**src/rtl/rpc_pkg.sv**
```systemverilog
`timescale 1ns / 1ps
// ----------------------------------------------------------------------------
// rpc_pkg
// Shared types and constants of the ray polyline clipper.
// ----------------------------------------------------------------------------
package rpc_pkg;

  localparam int MAX_POINTS_DEF = 1024;
  localparam int COORD_W = 24;
  localparam int IDX_W = 10;
  localparam int CNT_CFG_W = 11;
  localparam int D_W = COORD_W + 1;
  localparam int P_W = 2 * D_W;
  localparam int DEN_W = P_W + 1;
  localparam int QW = 16;
  localparam int T1_W = D_W + QW + 1;
  localparam int N1_W = D_W + QW + 2;
  localparam int PR_W = D_W + QW + 2;
  localparam logic [QW:0] ONE_Q16 = {1'b1, {QW{1'b0}}};

  localparam logic OP_WRITE = 1'b0;
  localparam logic OP_CLIP = 1'b1;

  typedef struct packed {
    logic                      op;
    logic [IDX_W-1:0]          point_index;
    logic signed [COORD_W-1:0] point_x;
    logic signed [COORD_W-1:0] point_y;
    logic signed [COORD_W-1:0] start_x;
    logic signed [COORD_W-1:0] start_y;
    logic signed [COORD_W-1:0] end_x;
    logic signed [COORD_W-1:0] end_y;
  } in_item_t;

  typedef struct packed {
    logic signed [COORD_W-1:0] clipped_x;
    logic signed [COORD_W-1:0] clipped_y;
  } out_item_t;

endpackage

```
**src/rtl/rpc_div_cell.sv**
```systemverilog
`timescale 1ns / 1ps
// ----------------------------------------------------------------------------
// rpc_div_cell
// One registered restoring division step producing one quotient bit.
// ----------------------------------------------------------------------------
module rpc_div_cell #(
  parameter int W  = 8,
  parameter int SW = 1
) (
  input  logic                   clk,
  input  logic                   rst_n,
  input  logic                   i_vld,
  input  logic [W-1:0]           i_rem,
  input  logic [W-1:0]           i_div,
  input  logic [rpc_pkg::QW-1:0] i_quo,
  input  logic [SW-1:0]          i_side,
  output logic                   o_vld,
  output logic [W-1:0]           o_rem,
  output logic [W-1:0]           o_div,
  output logic [rpc_pkg::QW-1:0] o_quo,
  output logic [SW-1:0]          o_side
);
  import rpc_pkg::*;

  logic [W:0] rem2;
  logic [W:0] diff;
  logic       ge;

  assign rem2 = {i_rem, 1'b0};
  assign diff = rem2 - {1'b0, i_div};
  assign ge   = rem2 >= {1'b0, i_div};

  always_ff @(posedge clk) begin
    if (!rst_n) begin
      o_vld <= 1'b0;
    end else begin
      o_vld <= i_vld;
    end
    o_rem  <= ge ? diff[W-1:0] : rem2[W-1:0];
    o_div  <= i_div;
    o_quo  <= {i_quo[QW-2:0], ge};
    o_side <= i_side;
  end

endmodule

```
**src/rtl/rpc_div_chain.sv**
```systemverilog
`timescale 1ns / 1ps
// ----------------------------------------------------------------------------
// rpc_div_chain
// A row of division cells computing a fractional quotient one bit per cell.
// ----------------------------------------------------------------------------
module rpc_div_chain #(
  parameter int W  = 8,
  parameter int SW = 1
) (
  input  logic                   clk,
  input  logic                   rst_n,
  input  logic                   i_vld,
  input  logic [W-1:0]           i_rem,
  input  logic [W-1:0]           i_div,
  input  logic [SW-1:0]          i_side,
  output logic                   o_vld,
  output logic [rpc_pkg::QW-1:0] o_quo,
  output logic [SW-1:0]          o_side,
  output logic                   o_busy
);
  import rpc_pkg::*;

  logic [QW:0]         vld;
  logic [W-1:0]        rem  [QW+1];
  logic [W-1:0]        dv   [QW+1];
  logic [QW-1:0]       quo  [QW+1];
  logic [SW-1:0]       side [QW+1];

  assign vld[0]  = i_vld;
  assign rem[0]  = i_rem;
  assign dv[0]   = i_div;
  assign quo[0]  = '0;
  assign side[0] = i_side;

  for (genvar k = 0; k < QW; k++) begin : g_cell
    rpc_div_cell #(.W(W), .SW(SW)) u_cell (
      .clk    (clk),
      .rst_n  (rst_n),
      .i_vld  (vld[k]),
      .i_rem  (rem[k]),
      .i_div  (dv[k]),
      .i_quo  (quo[k]),
      .i_side (side[k]),
      .o_vld  (vld[k+1]),
      .o_rem  (rem[k+1]),
      .o_div  (dv[k+1]),
      .o_quo  (quo[k+1]),
      .o_side (side[k+1])
    );
  end

  assign o_vld  = vld[QW];
  assign o_quo  = quo[QW];
  assign o_side = side[QW];
  assign o_busy = |vld[QW:1];

endmodule

```
**config.mk**
```make
export PLATFORM = sky130hd
export DESIGN_NAME = rpc_div_chain
export DESIGN_NICKNAME = d
export VERILOG_FILES = /design/src/rtl/rpc_pkg.sv /design/src/rtl/rpc_div_cell.sv /design/src/rtl/rpc_div_chain.sv
export SDC_FILE = /design/constraint.sdc
export NUM_CORES = 1
export LEC_CHECK = 0
export ABC_AREA = 0
export ABC_CLOCK_PERIOD_IN_PS = 3800
export BUFFER_PORTS_ARGS = -buffer_cell sky130_fd_sc_hd__buf_2
export CORE_MARGIN = 8
export CORE_UTILIZATION = 30
export DETAILED_ROUTE_END_ITERATION = 16
export MAX_ROUTING_LAYER = met4
export PLACE_DENSITY = 0.43
export REMOVE_ABC_BUFFERS = 1
export SYNTH_ARGS = -nofsm -noshare
export SYNTH_HDL_FRONTEND = slang
export SYNTH_SLANG_ARGS = --single-unit
export TNS_END_PERCENT = 100
```
**constraint.sdc**
```tcl
create_clock -name clk -period 3.8 [get_ports clk]
set_clock_uncertainty 0.05 [all_clocks]
set_input_delay 0.57 -clock clk [delete_from_list [all_inputs] [get_ports clk]]
set_output_delay 0.57 -clock clk [all_outputs]
set_load 0.1 [all_outputs]
```
==> results of run 1 <==
==> worst max-delay path, stage by stage (launching register included) <==
cell                       delay [ps]
sky130_fd_sc_hd__dfxtp_1          380
sky130_fd_sc_hd__inv_1             60
sky130_fd_sc_hd__ha_1             300
sky130_fd_sc_hd__ha_1             200
sky130_fd_sc_hd__o311ai_0         410
sky130_fd_sc_hd__nand4_1          510
sky130_fd_sc_hd__mux2_2           440
==> area by class of cell <==
class / count / area [sq um]
Clock buffer: 62 / 1290
Multi-Input combinational cell: 847 / 6660
Tap cell: 680 / 851
Sequential cell: 408 / 8170
Timing Repair Buffer: 38 / 190
Fill cell: 5163 / 33200
Inverter: 157 / 589
Clock inverter: 17 / 131
==> report_power, final <==
part / switching, uW / total, uW / internal (uW)
sequential: 558 / 6160 / 5610
combinational: 3270 / 5950 / 2680
clock: 1700 / 4140 / 2450
==> stage by stage <==
| step | total power [uW] | instance area (sq um) | utilization [%] |
|---|---|---|---|
| 3_3_place_gp | 12200 | 16500 | 32.2 |
| 2_1_floorplan | 10900 | 15400 | - |
| 6_report | 16300 | 17900 | 35.0 |
| 5_1_grt | 17500 | 17900 | 35.0 |
| 4_1_cts | 16600 | 17900 | 35.0 |
| 3_5_place_dp | 12200 | 16500 | 32.2 |
==> cell usage in the layout, fill, tap and decap left out, drive strengths merged, types with 9 or more instances in the layout <==
cell	netlist	routed
o31a	9	9
or3	10	10
clkinv	0	11
clkbuf	6	62
nor3b	15	15
a21o	25	25
dfxtp	408	408
nand4	13	13
nor2b	22	22
inv	157	158
a31oi	9	9
and2	31	31
nor3	20	20
xnor2	31	31
a311o	9	9
buf	6	38
nand3	23	23
mux2i	9	9
and3	12	12
a211o	10	10
o211ai	9	9
ha	127	127
o21a	27	27
nand2	37	37
nand2b	28	28
a21oi	55	55
nor4	13	13
a211oi	27	27
mux2	63	63
o21ai	48	48
fa	15	15
nor2	89	89
xor2	14	14
==> metal layers <==
metal,routed length [microns],vias up
met5,0,-
met4,773,0
met3,1140,51
met2,12700,105
met1,14200,4394
li1,-,5056
==> synth_stat cells (7+ instances only) <==
cell type                  count  area, sq um
sky130_fd_sc_hd__a211o_1      10         87.6
sky130_fd_sc_hd__a211oi_1     21          158
sky130_fd_sc_hd__a21o_1       25          188
sky130_fd_sc_hd__a21oi_1      54          270
sky130_fd_sc_hd__a311o_1       9         90.1
sky130_fd_sc_hd__a31oi_1       9         56.3
sky130_fd_sc_hd__and2_1       31          194
sky130_fd_sc_hd__and3_1       12         75.1
sky130_fd_sc_hd__dfxtp_1     408         8170
sky130_fd_sc_hd__fa_1         15          300
sky130_fd_sc_hd__ha_1        127         1590
sky130_fd_sc_hd__inv_1       157          589
sky130_fd_sc_hd__mux2_2       63          709
sky130_fd_sc_hd__mux2i_1       9         90.1
sky130_fd_sc_hd__nand2_1      37          139
sky130_fd_sc_hd__nand2b_1     28          175
sky130_fd_sc_hd__nand3_1      23          115
sky130_fd_sc_hd__nand4_1      13         81.3
sky130_fd_sc_hd__nor2_1       89          334
sky130_fd_sc_hd__nor2b_1      22          138
sky130_fd_sc_hd__nor3_1       20          100
sky130_fd_sc_hd__nor3b_1      15          113
sky130_fd_sc_hd__nor4_1       13         81.3
sky130_fd_sc_hd__o211ai_1      8         60.1
sky130_fd_sc_hd__o21a_1       27          203
sky130_fd_sc_hd__o21ai_0      37          185
sky130_fd_sc_hd__o311a_1       7         70.1
sky130_fd_sc_hd__o31a_1        8         70.1
sky130_fd_sc_hd__or3_1        10         62.6
sky130_fd_sc_hd__xnor2_1      31          272
sky130_fd_sc_hd__xor2_1       14          123
==> sequential cells by signal, summed over array words and instances, names as in the netlist <==
signal and flops:
g_cell.u_cell.o_quo 136, g_cell.u_cell.o_rem 120, g_cell.u_cell.o_vld 16, g_cell.u_cell.o_div 120
g_cell.u_cell.o_side 16
==> worst min path at each step <==
stage / start / to / cells past startpoint
after floorplan: g_cell[9].u_cell.o_quo[9]$_DFF_P_ / g_cell[10].u_cell.o_quo[10]$_DFF_P_ / 0
after global placement: g_cell[8].u_cell.o_quo[8]$_DFF_P_ / g_cell[9].u_cell.o_quo[9]$_DFF_P_ / 0
after detailed placement: g_cell[9].u_cell.o_quo[9]$_DFF_P_ / g_cell[10].u_cell.o_quo[10]$_DFF_P_ / 0
after CTS: i_div[6] / g_cell[0].u_cell.o_div[6]$_DFF_P_ / 1
after global routing: i_div[4] / g_cell[0].u_cell.o_div[4]$_DFF_P_ / 1
final: i_div[6] / g_cell[0].u_cell.o_div[6]$_DFF_P_ / 1
==> logic make-up after synthesis <==
| logic type | synth area share, % |
|---|---|
| flops | 52.8 |
| xor+xnor | 2.55 |
| fa+ha+maj | 12.2 |
| simple gates | 10.6 |
| compound gates | 12.5 |
| buf+inv | 4.15 |
| mux | 5.17 |
==> impl_metrics.toml, run 1 <==
[final_layout]
area_growth_syn_to_layout_pct = 15.6
diodes = 0
nNetsFinal = 1660
layout_cells_sized_above_1_pct = 13.0
finish.cell_count_without_fillers = 2209

[sta]
final_ws_setup_ps = 1340
finalSetupTns_ps = 0
fin_max_slew_vios = 0
worst-slew-pin-transition_ps = 630
timing.slew.headroom_pct = 58.0
final-setup-viol-count = 0
hold_viol = 0
timing.final.crit_share_pct = 64.8
setup_repair_after_global_routing_missed_its_margin = "false"
holdWs_ps = 64.8
final.min_clock_period_ps = 2460
maxClockFrequency_mhz = 406

[clock_network]
worst_skew_pair_latency_ps = 560
cts.hold.buffers_added = 0
cts_num_sinks = 408
clk_transition_reported_paths_ps = 60
tritoncts_buffers = 46
cts.repair_timing.setup_buffer_count = 0
cts_root_buffer = "sky130_fd_sc_hd__clkbuf_16"
cts_tree = "done"
htreeDepth = 2
ctsLongestPathBuffers = 3
postCtsResizedCells = 0

[power]
vdd_drop_max_mv = 0.314
power-per-cell-area_nw_per_um2 = 909
power.leakage_uw = 0.00794

[run_status]
run_status = "finished clean"

[route]
number_of_nets_with_antenna_violations_after_detailed_routing = 0
routed_via_density = 4.35
drt-initial-drc-count = 496
route.detailed.drc = 0
detail_route.wl_per_cell_microns = 13.0
number_of_detailed_routing_iterations_run_before_antenna_repair = 5
totalWireLength_microns = 28800
overall_via_count_from_detail_route = 9606

[place]
routability_cong = 0.772
placed_cells_incl_taps = 2130
pre_cts_ws_ps = 1380
hpwl_microns = 21500
placement.io_buffers = 38

[logic_synthesis]
synthCells = 1424
asyncSetResetFlopFracSynth_pct = 0
flip_flop_and_latch_count_after_synthesis = 408
synth.yosys.warnings = 0
synth_cell_type_count = 51
synth_ff_type = "sky130_fd_sc_hd__dfxtp_1"
post_synth_instance_area_sq_um = 15500
synth.avg_cell_area_sq_um = 10.9
synth_sequential_area_ratio_pct = 52.8
synth_edf_count = 0

[setup_path]
critical_path_required_ps = 4200
worstRegToRegCells = 6
worst_r2r_endpoint = "g_cell[12].u_cell.o_rem[4]$_DFF_P_"
crit_path_start = "g_cell[11].u_cell.o_div[1]$_DFF_P_"
crit_end = "g_cell[12].u_cell.o_rem[4]$_DFF_P_"
worstPathArrival_ps = 2860
startpoint_kind_of_the_worst_setup_timing_path = "register"
cp-end-kind = "register"
r2r-start = "g_cell[11].u_cell.o_div[1]$_DFF_P_"
setup.reg_to_reg.worst_slack_ps = 1340
timing_worst_setup_path_type = "register to register"
critical_path_peak_fanout = 12

[global_routing]
use_met1_pct = 12.9
globalRouteMet2Util_pct = 15.7
globalRouteTotalUtil_pct = 10.2
maximum_number_of_pins_on_one_net_before_global_route_repair = 17
global_route.usage.met3_pct = 2.20
grt_busiest_layer = "met2"
grt_overflow = 0
grt_antenna_before_repair = 0
first_pass_grt_wire_length_microns = 49100
vias_in_the_first_global_route = 9890

[job]
max_cap_viol_count = 0

[hold_path]
timing.hold.worst.class = "primary input to register"

[floorplan]
core_area_sq_um = 51100
placementRows = 83
die_y_microns = 243
start_util_pct = 30.3
floorplan.die_area_sq_um = 59100
io-pin-count = 39
dieWidth_microns = 243
(Power assumes the default switching activity.)
==> run 2, diff against run 1 <==
- ABC_AREA: 0 -> 1
- ABC_CLOCK_PERIOD_IN_PS: 3800 -> 2300
- clock period: 3.8 -> 2.3 ns (I/O delays scaled with it)
==> run 2 against run 1 <==
  * Total power rose by 81%
  * Register-to-register slack got worse by 1000 ps
  * Combinational power grew 95%
  * Clock power rose by 75%
  * Sequential power grew 70%
  * Utilization up 0.089 points
  * Die area rose by 10%
  * First-iteration DRC count increased by 12%
  * Setup slack got worse by 1100 ps
  * Area after synthesis grew 11%
  * Worst hold slack better by 7.8 ps
  * Synthesized cell count rose by 43%
  * Critical path type is now register to primary output
  * Highest routed layer unchanged
==> impl_metrics.toml, run 2 <==
[run_status]
run_status = "finished clean"

[logic_synthesis]
synth.cells.most_frequent = "sky130_fd_sc_hd__nand2_1, sky130_fd_sc_hd__dfxtp_1, sky130_fd_sc_hd__inv_1, sky130_fd_sc_hd__nand3_1, sky130_fd_sc_hd__ha_1"
synth_edf_count = 0
synth-adder-area-share_pct = 11.0
combinational_family_with_the_most_area_after_synthesis = "simple AND/OR/NAND/NOR gates"
asyncSetResetFlopFracSynth_pct = 0
flip_flop_and_latch_count_after_synthesis = 408
synth_cell_type_count = 34
yosys.area_share.xor_xnor_pct = 2.30
synth.avg_cell_area_sq_um = 8.40
synth_ff_type = "sky130_fd_sc_hd__dfxtp_1"
synth-simple-area-share_pct = 26.9
yosysTopAreaCell = "sky130_fd_sc_hd__dfxtp_1"
post_synth_instance_area_sq_um = 17200
yosysMostFrequentCell = "sky130_fd_sc_hd__nand2_1"
synth_top_area_share_pct = 47.6
muxShareOfSynthArea_pct = 0
synthCells = 2042
synth_sequential_area_ratio_pct = 47.6
synth.yosys.warnings = 0
synth_area_in_compound_gates_pct = 3.66
yosys-top-cells-area = "sky130_fd_sc_hd__dfxtp_1, sky130_fd_sc_hd__nand2_1, sky130_fd_sc_hd__ha_1, sky130_fd_sc_hd__inv_1, sky130_fd_sc_hd__nand3_1"

[setup_path]
critical_path_peak_fanout = 2
worst_path_max_delay_cell = "sky130_fd_sc_hd__nor4_1"
worst_r2r_endpoint = "g_cell[12].u_cell.o_rem[4]$_DFF_P_"
crit_path_start = "g_cell[13].u_cell.o_vld$_SDFF_PN0_"
critical_path_required_ps = 1900
startpoint_kind_of_the_worst_setup_timing_path = "register"
worstRegToRegCells = 9
r2r-start = "g_cell[11].u_cell.o_div[1]$_DFF_P_"
worst-path-buf-inv = 1
crit_path_max_incr_delay_ps = 320
timing.critical_path.cells = "nor4_1 -> nand4_1 -> buf_2"
cp-end-kind = "primary output"
worstPathArrival_ps = 1650
setup.reg_to_reg.worst_slack_ps = 300
timing_worst_setup_path_type = "register to primary output"
path_delay_family = "simple AND/OR/NAND/NOR gates"

[final_layout]
layout_commonest_cell = "sky130_fd_sc_hd__nand2_1"
nNetsFinal = 2290
finish.cell_count_without_fillers = 2919
layout_common_cells = "sky130_fd_sc_hd__nand2_1, sky130_fd_sc_hd__dfxtp_1, sky130_fd_sc_hd__inv_1"
finish.instance_area_sq_um = 19800
largest_register = "g_cell.u_cell.o_quo"
layout_cells_sized_above_1_pct = 11.6
biggestRegsByFlops = "g_cell.u_cell.o_quo x136, g_cell.u_cell.o_div x120, g_cell.u_cell.o_rem x120"
diodes = 0
largest_register_ff_count = 136
area_growth_syn_to_layout_pct = 15.5

[clock_network]
cts_tree = "done"
cts.repair_timing.setup_buffer_count = 0
cts.hold.buffers_added = 17
clk_transition_reported_paths_ps = 60
worst_skew_pair_latency_ps = 570
htreeDepth = 2
cts_root_buffer = "sky130_fd_sc_hd__clkbuf_16"
tritoncts_buffers = 46
ctsLongestPathBuffers = 3
cts_num_sinks = 408
postCtsResizedCells = 0

[sta]
timing.final.crit_share_pct = 88.8
timing.slew.headroom_pct = 66.6
fin_max_slew_vios = 0
final_ws_setup_ps = 257
maxClockFrequency_mhz = 489
setup_repair_after_global_routing_missed_its_margin = "false"
hold_viol = 0
holdWs_ps = 72.5
worst-slew-pin-transition_ps = 496
final-setup-viol-count = 0
final.min_clock_period_ps = 2040

[route]
drt-initial-drc-count = 557
route.detailed.drc = 0
overall_via_count_from_detail_route = 12000
totalWireLength_microns = 35600
routed_via_density = 4.12
detail_route.wl_per_cell_microns = 12.2
number_of_detailed_routing_iterations_run_before_antenna_repair = 5
number_of_nets_with_antenna_violations_after_detailed_routing = 0

[place]
placedInstanceArea_sq_um = 18100
placement.io_buffers = 38
pre_cts_ws_ps = 296
hpwl_microns = 27700
routability_cong = 0.827
placed_cells_incl_taps = 2819

[global_routing]
grt_antenna_before_repair = 0
first_pass_grt_wire_length_microns = 59900
globalRouteTotalUtil_pct = 11.6
vias_in_the_first_global_route = 12100
grt_overflow = 0
maximum_number_of_pins_on_one_net_before_global_route_repair = 17

[floorplan]
placementRows = 87
io-pin-count = 39
dieWidth_microns = 255
start_util_pct = 30.4
die_y_microns = 255
core_area_sq_um = 56500
floorplan.die_area_sq_um = 65100

[power]
power.leakage_uw = 0.0104
design_power_uw = 29400
power-per-cell-area_nw_per_um2 = 1480
vdd_drop_max_mv = 1.07

[hold_path]
min_delay_worst_endpoint = "g_cell[0].u_cell.o_vld$_SDFF_PN0_"
worstHoldPathCells = 3
timing.hold.worst.class = "primary input to register"
min-delay-start = "rst_n"

[job]
max_cap_viol_count = 0
==> run 2: final cells by class <==
type	instances	area, sq um
fill	5827	36700
sequential	408	8170
multi-input combinational	1272	7530
inverter	345	1290
clock buffer	60	1290
tap	756	946
timing repair buffer	55	360
clock inverter	23	221
==> run 2: through the flow <==
step / TNS (ps) / util (%)
CTS: 0 / 35.1
detailed placement: 0 / 32.1
floorplan: -14.4 / -
finish: 0 / 35.1
global placement: 0 / 32.1
global route: 0 / 35.1
==> run 2: power by group <==
part / switching, uW / internal, uW / total [uW]
Clock: 2930 / 4310 / 7240
Combinational: 7630 / 3970 / 11600
Sequential: 1140 / 9390 / 10500
==> run 2: how the worst max path moves through the flow <==
stage | slack [ps] | cells past startpoint | to
after floorplan | -10 | 2 | o_busy
after global placement | 320 | 9 | g_cell[12].u_cell.o_rem[5]$_DFF_P_
after detailed placement | 300 | 9 | g_cell[12].u_cell.o_rem[4]$_DFF_P_
after CTS | 160 | 3 | o_busy
after global routing | 100 | 3 | o_busy
final | 260 | 3 | o_busy
==> run 2: worst reg2reg max path, stage by stage (launching register included) <==
cell and delay (ps):
sky130_fd_sc_hd__dfxtp_1 440, sky130_fd_sc_hd__inv_1 70, sky130_fd_sc_hd__ha_1 340, sky130_fd_sc_hd__ha_1 200, sky130_fd_sc_hd__nand3_1 70, sky130_fd_sc_hd__nor2_1 90
sky130_fd_sc_hd__a21oi_4 330, sky130_fd_sc_hd__nand2_4 150, sky130_fd_sc_hd__nand2_1 90, sky130_fd_sc_hd__nand2_1 70
==> run 2: kinds of logic after synthesis <==
logic type	after synthesis
xor+xnor	45
flops	408
fa+ha+maj	142
simple gates	992
compound gates	93
buf+inv	362
==> run 2: metal layers <==
metal | share of wire, % | track usage (%) | vias to the layer above
li1 | - | - | 6530
met1 | 48 | 14.3 | 5280
met2 | 45 | 18.8 | 147
met3 | 3.6 | 2.28 | 72
met4 | 2.7 | 3.72 | 0
met5 | 0 | - | -
